`config.mk`:
```
export PLATFORM = sky130hd
export DESIGN_NAME = uuid_text_parser_top_flat
export DESIGN_NICKNAME = d
export VERILOG_FILES = /design/src/rtl/uuidp_pkg.sv /design/src/rtl/uuidp_if.sv /design/src/rtl/uuidp_in_reg.sv /design/src/rtl/uuidp_core.sv /design/src/rtl/uuid_text_parser_top.sv /design/src/flat_wrapper.sv
export SDC_FILE = /design/constraint.sdc
export NUM_CORES = 1
export LEC_CHECK = 0
export ABC_AREA = 1
export BUFFER_PORTS_ARGS = -buffer_cell sky130_fd_sc_hd__buf_2
export CORE_MARGIN = 3
export CORE_UTILIZATION = 62
export CTS_CLUSTER_DIAMETER = 40
export DETAILED_ROUTE_END_ITERATION = 10
export PLACE_DENSITY = 0.91
export SLEW_MARGIN = 10
export SYNTH_ARGS = -nofsm -noshare
export SYNTH_HDL_FRONTEND = slang
export SYNTH_HIERARCHICAL = 1
export SYNTH_SLANG_ARGS = --single-unit
```
`constraint.sdc`:
```
create_clock -name i_clk -period 11.7 [get_ports i_clk]
set_clock_uncertainty 0.15 [all_clocks]
set_input_delay 2.34 -clock i_clk [delete_from_list [all_inputs] [get_ports i_clk]]
set_output_delay 2.34 -clock i_clk [all_outputs]
set_load 0.01 [all_outputs]
```
`src/rtl/uuidp_pkg.sv`:
```
// ----------------------------------------------------------------------------
// UUID text parser package
// Shared types, character codes and the hex digit decoder.
// ----------------------------------------------------------------------------
`default_nettype none

package uuidp_pkg;

    localparam int unsigned CH_W    = 8;
    localparam int unsigned CNT_W   = 6;
    localparam int unsigned BYTES_W = 5;
    localparam int unsigned HALF_W  = 64;

    localparam logic [CH_W-1:0] CH_HYPHEN = 8'h2D;
    localparam logic [CH_W-1:0] CH_LBRACE = 8'h7B;
    localparam logic [CH_W-1:0] CH_RBRACE = 8'h7D;

    localparam logic [CNT_W-1:0] COUNT_MAX  = 6'd63;
    localparam logic [CNT_W-1:0] LEN_PLAIN  = 6'd32;
    localparam logic [CNT_W-1:0] LEN_HYPHEN = 6'd36;
    localparam logic [CNT_W-1:0] LEN_BRACED = 6'd38;

    localparam logic [BYTES_W-1:0] UUID_BYTES = 5'd16;
    localparam logic [BYTES_W-1:0] HIGH_BYTES = 5'd8;

    typedef struct packed {
        logic [CH_W-1:0] ch;
        logic            last;
    } t_char_item;

    typedef struct packed {
        logic       ok;
        logic [3:0] nib;
    } t_hex;

    function automatic t_hex hex_decode(input logic [CH_W-1:0] c);
        t_hex res;
        res.ok  = 1'b0;
        res.nib = 4'd0;
        if (c inside {[8'h30:8'h39]}) begin
            res.ok  = 1'b1;
            res.nib = c[3:0];
        end else if (c inside {[8'h41:8'h46], [8'h61:8'h66]}) begin
            res.ok  = 1'b1;
            res.nib = 4'(c[3:0] + 4'd9);
        end
        return res;
    endfunction

endpackage

`default_nettype wire

```
`src/rtl/uuidp_if.sv`:
```
// ----------------------------------------------------------------------------
// UUID text parser channels
// Character input channel and UUID result channel, valid/ready handshake.
// ----------------------------------------------------------------------------
`default_nettype none

interface uuidp_char_if;
    logic                        valid;
    logic                        ready;
    logic [uuidp_pkg::CH_W-1:0]  ch;
    logic                        last;

    modport source (output valid, output ch, output last, input ready);
    modport sink   (input valid, input ch, input last, output ready);
endinterface

interface uuidp_res_if;
    logic                          valid;
    logic                          ready;
    logic [uuidp_pkg::HALF_W-1:0]  uuid_high;
    logic [uuidp_pkg::HALF_W-1:0]  uuid_low;
    logic                          parse_failed;

    modport source (output valid, output uuid_high, output uuid_low,
                    output parse_failed, input ready);
    modport sink   (input valid, input uuid_high, input uuid_low,
                    input parse_failed, output ready);
endinterface

`default_nettype wire

```
`src/rtl/uuidp_in_reg.sv`:
```
// ----------------------------------------------------------------------------
// UUID text parser input register
// Holds one character item until the parser core takes it.
// ----------------------------------------------------------------------------
`default_nettype none

module uuidp_in_reg (
    input  wire                    i_clk,
    input  wire                    i_rst_n,
    input  wire                    i_valid,
    input  uuidp_pkg::t_char_item  i_item,
    output logic                   o_ready,
    input  wire                    i_take,
    output logic                   o_valid,
    output uuidp_pkg::t_char_item  o_item
);

    logic                  r_valid;
    uuidp_pkg::t_char_item r_item;

    assign o_ready = !r_valid || i_take;
    assign o_valid = r_valid;
    assign o_item  = r_item;

    always_ff @(posedge i_clk) begin
        if (!i_rst_n) begin
            r_valid <= 1'b0;
        end else if (o_ready) begin
            r_valid <= i_valid;
        end
    end

    always_ff @(posedge i_clk) begin
        if (o_ready && i_valid) begin
            r_item <= i_item;
        end
    end

endmodule

`default_nettype wire

```
`src/rtl/uuidp_core.sv`:
```
// ----------------------------------------------------------------------------
// UUID text parser core
// Per-character state update, byte assembly and the result register.
// ----------------------------------------------------------------------------
`default_nettype none

module uuidp_core (
    input  wire                              i_clk,
    input  wire                              i_rst_n,
    input  wire                              i_valid,
    input  uuidp_pkg::t_char_item            i_item,
    output logic                             o_take,
    output logic                             o_valid,
    input  wire                              i_ready,
    output logic [uuidp_pkg::HALF_W-1:0]     o_uuid_high,
    output logic [uuidp_pkg::HALF_W-1:0]     o_uuid_low,
    output logic                             o_parse_failed
);

    logic [uuidp_pkg::CNT_W-1:0]   r_char_count, n_char_count;
    logic [uuidp_pkg::BYTES_W-1:0] r_byte_count, n_byte_count;
    logic [3:0]                    r_pending_high, n_pending_high;
    logic                          r_half_pair, n_half_pair;
    logic                          r_brace_open, n_brace_open;
    logic                          r_failed, n_failed;
    logic [uuidp_pkg::HALF_W-1:0]  r_asm_high, n_asm_high;
    logic [uuidp_pkg::HALF_W-1:0]  r_asm_low, n_asm_low;

    logic                          r_out_valid;
    logic [uuidp_pkg::HALF_W-1:0]  r_out_high, n_out_high;
    logic [uuidp_pkg::HALF_W-1:0]  r_out_low, n_out_low;
    logic                          r_out_failed, n_out_failed;

    logic [uuidp_pkg::CNT_W-1:0]   cnt;
    logic                          brace_start;
    logic                          brace;
    logic                          process;
    logic                          len_ok;
    logic                          res_ok;
    logic [7:0]                    new_byte;
    uuidp_pkg::t_hex               hex;

    assign o_take = i_valid && (!i_item.last || !r_out_valid || i_ready);

    always_comb begin
        hex         = uuidp_pkg::hex_decode(i_item.ch);
        cnt         = (r_char_count != uuidp_pkg::COUNT_MAX) ?
                      6'(r_char_count + 6'd1) : uuidp_pkg::COUNT_MAX;
        brace_start = (r_char_count == '0) && (i_item.ch == uuidp_pkg::CH_LBRACE);
        brace       = r_brace_open || brace_start;
        process     = !brace_start && !(brace && i_item.last) && !r_failed;
        new_byte    = {r_pending_high, hex.nib};

        n_char_count   = r_char_count;
        n_byte_count   = r_byte_count;
        n_pending_high = r_pending_high;
        n_half_pair    = r_half_pair;
        n_brace_open   = r_brace_open;
        n_failed       = r_failed;
        n_asm_high     = r_asm_high;
        n_asm_low      = r_asm_low;

        if (process) begin
            if (!r_half_pair) begin
                if (i_item.ch != uuidp_pkg::CH_HYPHEN) begin
                    if (r_byte_count >= uuidp_pkg::UUID_BYTES || !hex.ok) begin
                        n_failed = 1'b1;
                    end else begin
                        n_pending_high = hex.nib;
                        n_half_pair    = 1'b1;
                    end
                end
            end else begin
                if (!hex.ok) begin
                    n_failed = 1'b1;
                end else begin
                    if (r_byte_count < uuidp_pkg::HIGH_BYTES) begin
                        n_asm_high = {r_asm_high[uuidp_pkg::HALF_W-9:0], new_byte};
                    end else begin
                        n_asm_low = {r_asm_low[uuidp_pkg::HALF_W-9:0], new_byte};
                    end
                    n_byte_count   = 5'(r_byte_count + 5'd1);
                    n_half_pair    = 1'b0;
                    n_pending_high = 4'd0;
                end
            end
        end

        len_ok = brace ? (cnt == uuidp_pkg::LEN_BRACED && i_item.ch == uuidp_pkg::CH_RBRACE)
                       : (cnt == uuidp_pkg::LEN_PLAIN || cnt == uuidp_pkg::LEN_HYPHEN);
        res_ok = !n_failed && !n_half_pair && (n_byte_count == uuidp_pkg::UUID_BYTES)
                 && len_ok;

        n_out_high   = res_ok ? n_asm_high : '0;
        n_out_low    = res_ok ? n_asm_low : '0;
        n_out_failed = !res_ok;

        if (i_item.last) begin
            n_char_count   = '0;
            n_byte_count   = '0;
            n_pending_high = '0;
            n_half_pair    = 1'b0;
            n_brace_open   = 1'b0;
            n_failed       = 1'b0;
            n_asm_high     = '0;
            n_asm_low      = '0;
        end else begin
            n_char_count = cnt;
            n_brace_open = brace;
        end
    end

    always_ff @(posedge i_clk) begin
        if (!i_rst_n) begin
            r_char_count   <= '0;
            r_byte_count   <= '0;
            r_pending_high <= '0;
            r_half_pair    <= 1'b0;
            r_brace_open   <= 1'b0;
            r_failed       <= 1'b0;
            r_asm_high     <= '0;
            r_asm_low      <= '0;
        end else if (o_take) begin
            r_char_count   <= n_char_count;
            r_byte_count   <= n_byte_count;
            r_pending_high <= n_pending_high;
            r_half_pair    <= n_half_pair;
            r_brace_open   <= n_brace_open;
            r_failed       <= n_failed;
            r_asm_high     <= n_asm_high;
            r_asm_low      <= n_asm_low;
        end
    end

    always_ff @(posedge i_clk) begin
        if (!i_rst_n) begin
            r_out_valid <= 1'b0;
        end else if (o_take && i_item.last) begin
            r_out_valid <= 1'b1;
        end else if (i_ready) begin
            r_out_valid <= 1'b0;
        end
    end

    always_ff @(posedge i_clk) begin
        if (o_take && i_item.last) begin
            r_out_high   <= n_out_high;
            r_out_low    <= n_out_low;
            r_out_failed <= n_out_failed;
        end
    end

    assign o_valid        = r_out_valid;
    assign o_uuid_high    = r_out_high;
    assign o_uuid_low     = r_out_low;
    assign o_parse_failed = r_out_failed;

endmodule

`default_nettype wire

```
`src/rtl/uuid_text_parser_top.sv`:
```
// ----------------------------------------------------------------------------
// UUID text parser
// Parses a UUID written as text into 128 bits with a failure flag.
//
// The character channel carries one character per item, with last set on
// the final character of a string. The result channel gives exactly one item
// per string: the two 64-bit halves and parse_failed. A rejected string gives
// all-zero halves with parse_failed set.
// A character is taken into an input register; from there the parser state
// is updated and, on the final character, the result register is loaded,
// which makes the result valid. One character is accepted every cycle while
// no final character is held back in the input register.
// When the receiver stalls, the result waits in its register; characters
// that are not final still advance, and a final character waits in the
// input register until the result register is free, which then holds off
// the character channel. A synchronous reset empties both registers and
// clears the parser state.
// ----------------------------------------------------------------------------
`default_nettype none

module uuid_text_parser_top (
    input  wire          i_clk,
    input  wire          i_rst_n,
    uuidp_char_if.sink   i_char,
    uuidp_res_if.source  o_res
);

    uuidp_pkg::t_char_item in_item;
    uuidp_pkg::t_char_item core_item;
    logic                  core_valid;
    logic                  core_take;
    logic                  in_ready;

    assign in_item.ch   = i_char.ch;
    assign in_item.last = i_char.last;
    assign i_char.ready = in_ready;

    uuidp_in_reg u_in_reg (
        .i_clk   (i_clk),
        .i_rst_n (i_rst_n),
        .i_valid (i_char.valid),
        .i_item  (in_item),
        .o_ready (in_ready),
        .i_take  (core_take),
        .o_valid (core_valid),
        .o_item  (core_item)
    );

    uuidp_core u_core (
        .i_clk          (i_clk),
        .i_rst_n        (i_rst_n),
        .i_valid        (core_valid),
        .i_item         (core_item),
        .o_take         (core_take),
        .o_valid        (o_res.valid),
        .i_ready        (o_res.ready),
        .o_uuid_high    (o_res.uuid_high),
        .o_uuid_low     (o_res.uuid_low),
        .o_parse_failed (o_res.parse_failed)
    );

endmodule

`default_nettype wire
```
`src/flat_wrapper.sv`:
```
// flat-port wrapper written by rule: the top's interface ports become plain ports
module uuid_text_parser_top_flat 
  (i_clk, i_rst_n, i_char_valid, i_char_ch, i_char_last, i_char_ready, o_res_valid, o_res_uuid_high, o_res_uuid_low, o_res_parse_failed, o_res_ready);
  uuidp_char_if i_char_i ();
  uuidp_res_if o_res_i ();
  input  wire i_clk;
  input  wire i_rst_n;
  input wire logic [$bits(i_char_i.valid)-1:0] i_char_valid;
  input wire logic [$bits(i_char_i.ch)-1:0] i_char_ch;
  input wire logic [$bits(i_char_i.last)-1:0] i_char_last;
  output wire logic [$bits(i_char_i.ready)-1:0] i_char_ready;
  output wire logic [$bits(o_res_i.valid)-1:0] o_res_valid;
  output wire logic [$bits(o_res_i.uuid_high)-1:0] o_res_uuid_high;
  output wire logic [$bits(o_res_i.uuid_low)-1:0] o_res_uuid_low;
  output wire logic [$bits(o_res_i.parse_failed)-1:0] o_res_parse_failed;
  input wire logic [$bits(o_res_i.ready)-1:0] o_res_ready;
  assign i_char_i.valid = i_char_valid;
  assign i_char_i.ch = i_char_ch;
  assign i_char_i.last = i_char_last;
  assign i_char_ready = i_char_i.ready;
  assign o_res_valid = o_res_i.valid;
  assign o_res_uuid_high = o_res_i.uuid_high;
  assign o_res_uuid_low = o_res_i.uuid_low;
  assign o_res_parse_failed = o_res_i.parse_failed;
  assign o_res_i.ready = o_res_ready;
  uuid_text_parser_top u_core (.i_clk(i_clk), .i_rst_n(i_rst_n), .i_char(i_char_i), .o_res(o_res_i));
endmodule
```
==> results.txt <==
- The run finished with clean final reports.
- Count of flip-flops with a built-in enable after synthesis: roughly 140
- Distinct cell type count of the synthesized netlist: 37
- The initial antenna violation count came to 0.
* Cell area reported after detailed placement: ~13000 um^2
- Clock network latency to the later pin of the worst-skew pair: ~500 ps
* Crit-path slowest cell: a21oi_4
- Standby leakage power: 0.005732 uW
- HPWL after DPL: between 15000 and 20000 um
* Total of hold buffers inserted after clock tree synthesis: 0
- Of the post-synthesis cell area, the dominant cell type holds 0.3260.
- Number of maximum-capacitance constraint violations: 0
- The path with the worst hold slack has its endpoint at u_core/u_core/r_failed$_SDFFE_PN0P_.
- Die X-Extent: 149.2 um
* Maximum root-to-sink buffer count: 3
- Global-route track usage on met3: 0.03798
- The worst hold path begins at u_core/u_core/r_failed$_SDFFE_PN0P_.
* Floorplan die height: 149.2 um
- Share of flip-flops with an asynchronous set or reset: 0
* Maximum fanout encountered on the critical timing path: 2
* Final Wtd Congestion: 0.8347
* Final Max Tran Viols: 0
- Dividing the detail-routed wire length by the instance count gives approximately 15 um.
* Post-layout net count: ~1600
* Drt first-iter violations: approximately 1100
- Final hold violations: 0
- STA classifies the critical path endpoint as a primary output.
- Count of fill cells added during filler insertion: 1343
- Share of the clock period used by the worst path after layout: 0.4659
- In this run the tool buffered the top-level ports with 143 buffer cells.
- Transition time of the tightest slew-check pin: 1191 ps
- Entering global routing, the biggest net connects between 100 and 150 pins.
- Share of post-route cells with drive strength above 1: 0.2117
- Max Clock Freq: 183.5 MHz
* Crit Reg-Reg Startpoint: u_core/u_in_reg/o_item[1]$_DFFE_PP_
- 0 antenna diodes ended up in the layout.
* Arrival time of the worst setup path: ~3000 ps
- Met1 track demand over resource in global routing: 0.3295
- The via count of the first global-routing pass was around 9400.
* Number of resized instances in the post-cts repair step: 0
- Layout Cells excl Fill: 1866
- Synthesized flop and latch total: roughly 290
- DP Cell Count: 1805
* Total wirelength of the detailed-routed design: 28200 um
* Final antenna-violating net count: 0
- Core footprint: a little under 20000 um^2
- inv_1 is the most common cell in the netlist.
* Relative max-transition margin: 0.2063
- For this run, the leading register cell type out of synthesis is dfxtp_1.
- Number of setup violations in the final report: 0
- Effective utilization at floorplan: 0.6426
* Worst Path Buf+Inv: 5
* Full die area: between 20000 and 25000 um^2
- Gate Count Post-Synth: about 1500
- met2 is the most crowded layer.
- Remaining global-route overflow: 0
- Summing all flip-flop and latch instances after layout gives 7107 um^2.
- Library cell occupying the most area in the post-synthesis netlist: edfxtp_1
- Crit-path max cell delay: 140 ps
- CTS root buf: clkbuf_16
* Cell family contributing the most delay on the critical path: buffers and inverters
- Largest cells by area after synthesis: edfxtp_1, dfxtp_1, inv_1, o22ai_1, nand2_1
- Using the TritonRoute via totals, the vias-per-cell ratio works out to between 5 and 6.
- The signal on the critical path passes through buf_2 -> inv_1 -> nand2_1 -> inv_1 -> a21oi_4 -> inv_2 -> nand2_2 -> buf_2.
- CTS sink cnt: approximately 290
- Setup TNS: 0 ps
* Post-CTS Setup Repair Bufs: 0
- H-tree lvl count: 2
* R2R Setup Slk: 7640 ps
- Unrepaired setup endpoints after global routing: no
* PD cells: 149.1 nW/um^2
- Across the VDD grid, the largest voltage drop is 111.5 uV.
- Clock input transition at the sequential cells of the worst setup and hold paths: around 50 ps
- Counting the buffers created by CTS gives 34.
- The critical path is of the in -> out type.
* Worst min path class: reg -> reg
- Sequential element share of the synthesized area: 0.5591
* Count of yosys warnings during synthesis: 6
* Remaining routing DRC violations: 0
- Relative to the synthesized area, the layout overhead comes to 14.27%.
* Count of TritonRoute iterations in the first routing pass: 5
- The synthesized netlist occupies a cell area of about 13000 um^2.
* Num ports: 144
* Final design instance area without fill: between 10000 and 15000 um^2
- Worst reg2reg endpoint: u_core/u_core/o_uuid_high[16]$_SDFFCE_PN0P_
- Vias: ~10000
* Fin crit period: roughly 5500 ps
- Worst Reg-to-Reg Cells: 15
- Site Rows: between 50 and 60
- The number of nets in the synthesized netlist is 1494.
* WHS: approximately 330 ps
- The first global-routing pass estimated ~45000 um of wire.
* Global-route usage over all layers: 0.2491
- The worst hold path was traced through 2 stages.
- TritonCTS built the clock tree.
- Area occupied by multi-input gates: 4131 um^2
* Met2 Use GR: 0.4164
- In the synthesized netlist, the cells that appear most often are inv_1, nand2_1, nor2_1.
- Averaged over all synthesized cells, the footprint is between 8 and 9 um^2.
- Required time worst endpoint: 9210 ps
- STA classifies the critical path startpoint as an input port.
through the flow:
step,utilization,setup slack [ps],power (uW)
finish,0.7343,6249,2166
global route,0.7343,6188,2230
CTS,0.7343,6246,2178
detailed placement,0.6787,6213,1176
global placement,0.6787,6282,1174
floorplan,-,5644,1147
worst max-delay path by stage:
stage,start,endpoint,slack (ps),depth (start not counted)
floorplan,o_res_ready,u_core/u_core/o_parse_failed$_DFFE_PP_,5640,6
global placement,o_res_ready,i_char_ready,6280,8
detailed placement,o_res_ready,u_core/u_core/o_uuid_high[41]$_SDFFCE_PN0P_,6210,9
CTS,o_res_ready,i_char_ready,6250,8
global route,o_res_ready,i_char_ready,6190,8
finish,o_res_ready,i_char_ready,6250,8
tightest hold or removal path, stage by stage, from the launching register on:
cell and delay [ps]:
dfxtp_1 310, nand2_1 60, a21oi_1 60
cells in the final DEF, fill, tap and decap left out, types with 3 or more instances in the layout:
master and n:
clkinv_1 4, clkinvlp_4 5, inv_4 4, clkinv_2 5
o22ai_1 121, buf_4 9, inv_2 6, o21ai_0 23
nand2_4 3, xor2_1 6, nand2_1 195, buf_2 143
clkbuf_16 36, o211ai_1 6, o21ai_2 10, inv_6 5
o21ai_1 112, nor2_1 176, ha_1 7, nand3_1 17
dfxtp_1 148, inv_1 272, nor2_2 99, a21oi_1 25
edfxtp_1 138
cells by family (layout without fill, tap and decap cells):
kind of cell | after synthesis | in the layout | synth area share
AO/OA/AOI/OAI | 304 | 304 | 0.1372
buffers and inverters | 369 | 496 | 0.1178
flip-flops | 286 | 286 | 0.5591
adder cells (fa/ha/maj) | 7 | 7 | 0.006889
AND/OR/NAND/NOR | 502 | 502 | 0.1749
XOR/XNOR | 6 | 6 | 0.004134
power breakdown:
part           total (uW)  internal, uW  switching [uW]
logic                83.7          20.1            63.6
registers            1070          1060            8.00
clock network        1010           602             409
total                2170          1690             480
area by class of cell:
type	count	share of cell area
Sequential cell	286	0.4892
Inverter	283	0.07382
Multi-Input combinational cell	819	0.2844
Clock inverter	21	0.01137
Clock buffer	40	0.06443
Timing Repair Buffer	152	0.05392
Tap cell	265	0.02283
layer usage:
metal	vias up	share of wire
met3	79	0.072
met4	0	0.034
met2	462	0.49
met1	4710	0.41
met5	-	0
li1	4952	-
sequential cells by signal, indices dropped and copies added, names as in the netlist:
register                      flops
u_core/u_core/r_char_count        6
u_core/u_core/o_uuid_low         64
u_core/u_core/r_half_pair         1
u_core/u_core/o_valid             1
u_core/u_in_reg/o_item            9
u_core/u_core/r_asm_high         64
u_core/u_core/r_pending_high      4
u_core/u_core/r_brace_open        1
u_core/u_core/o_uuid_high        64
u_core/u_core/r_failed            1
u_core/u_core/r_asm_low          64
u_core/u_core/o_parse_failed      1
u_core/u_in_reg/o_valid           1
u_core/u_core/r_byte_count        5
(Power assumes the default switching activity.)
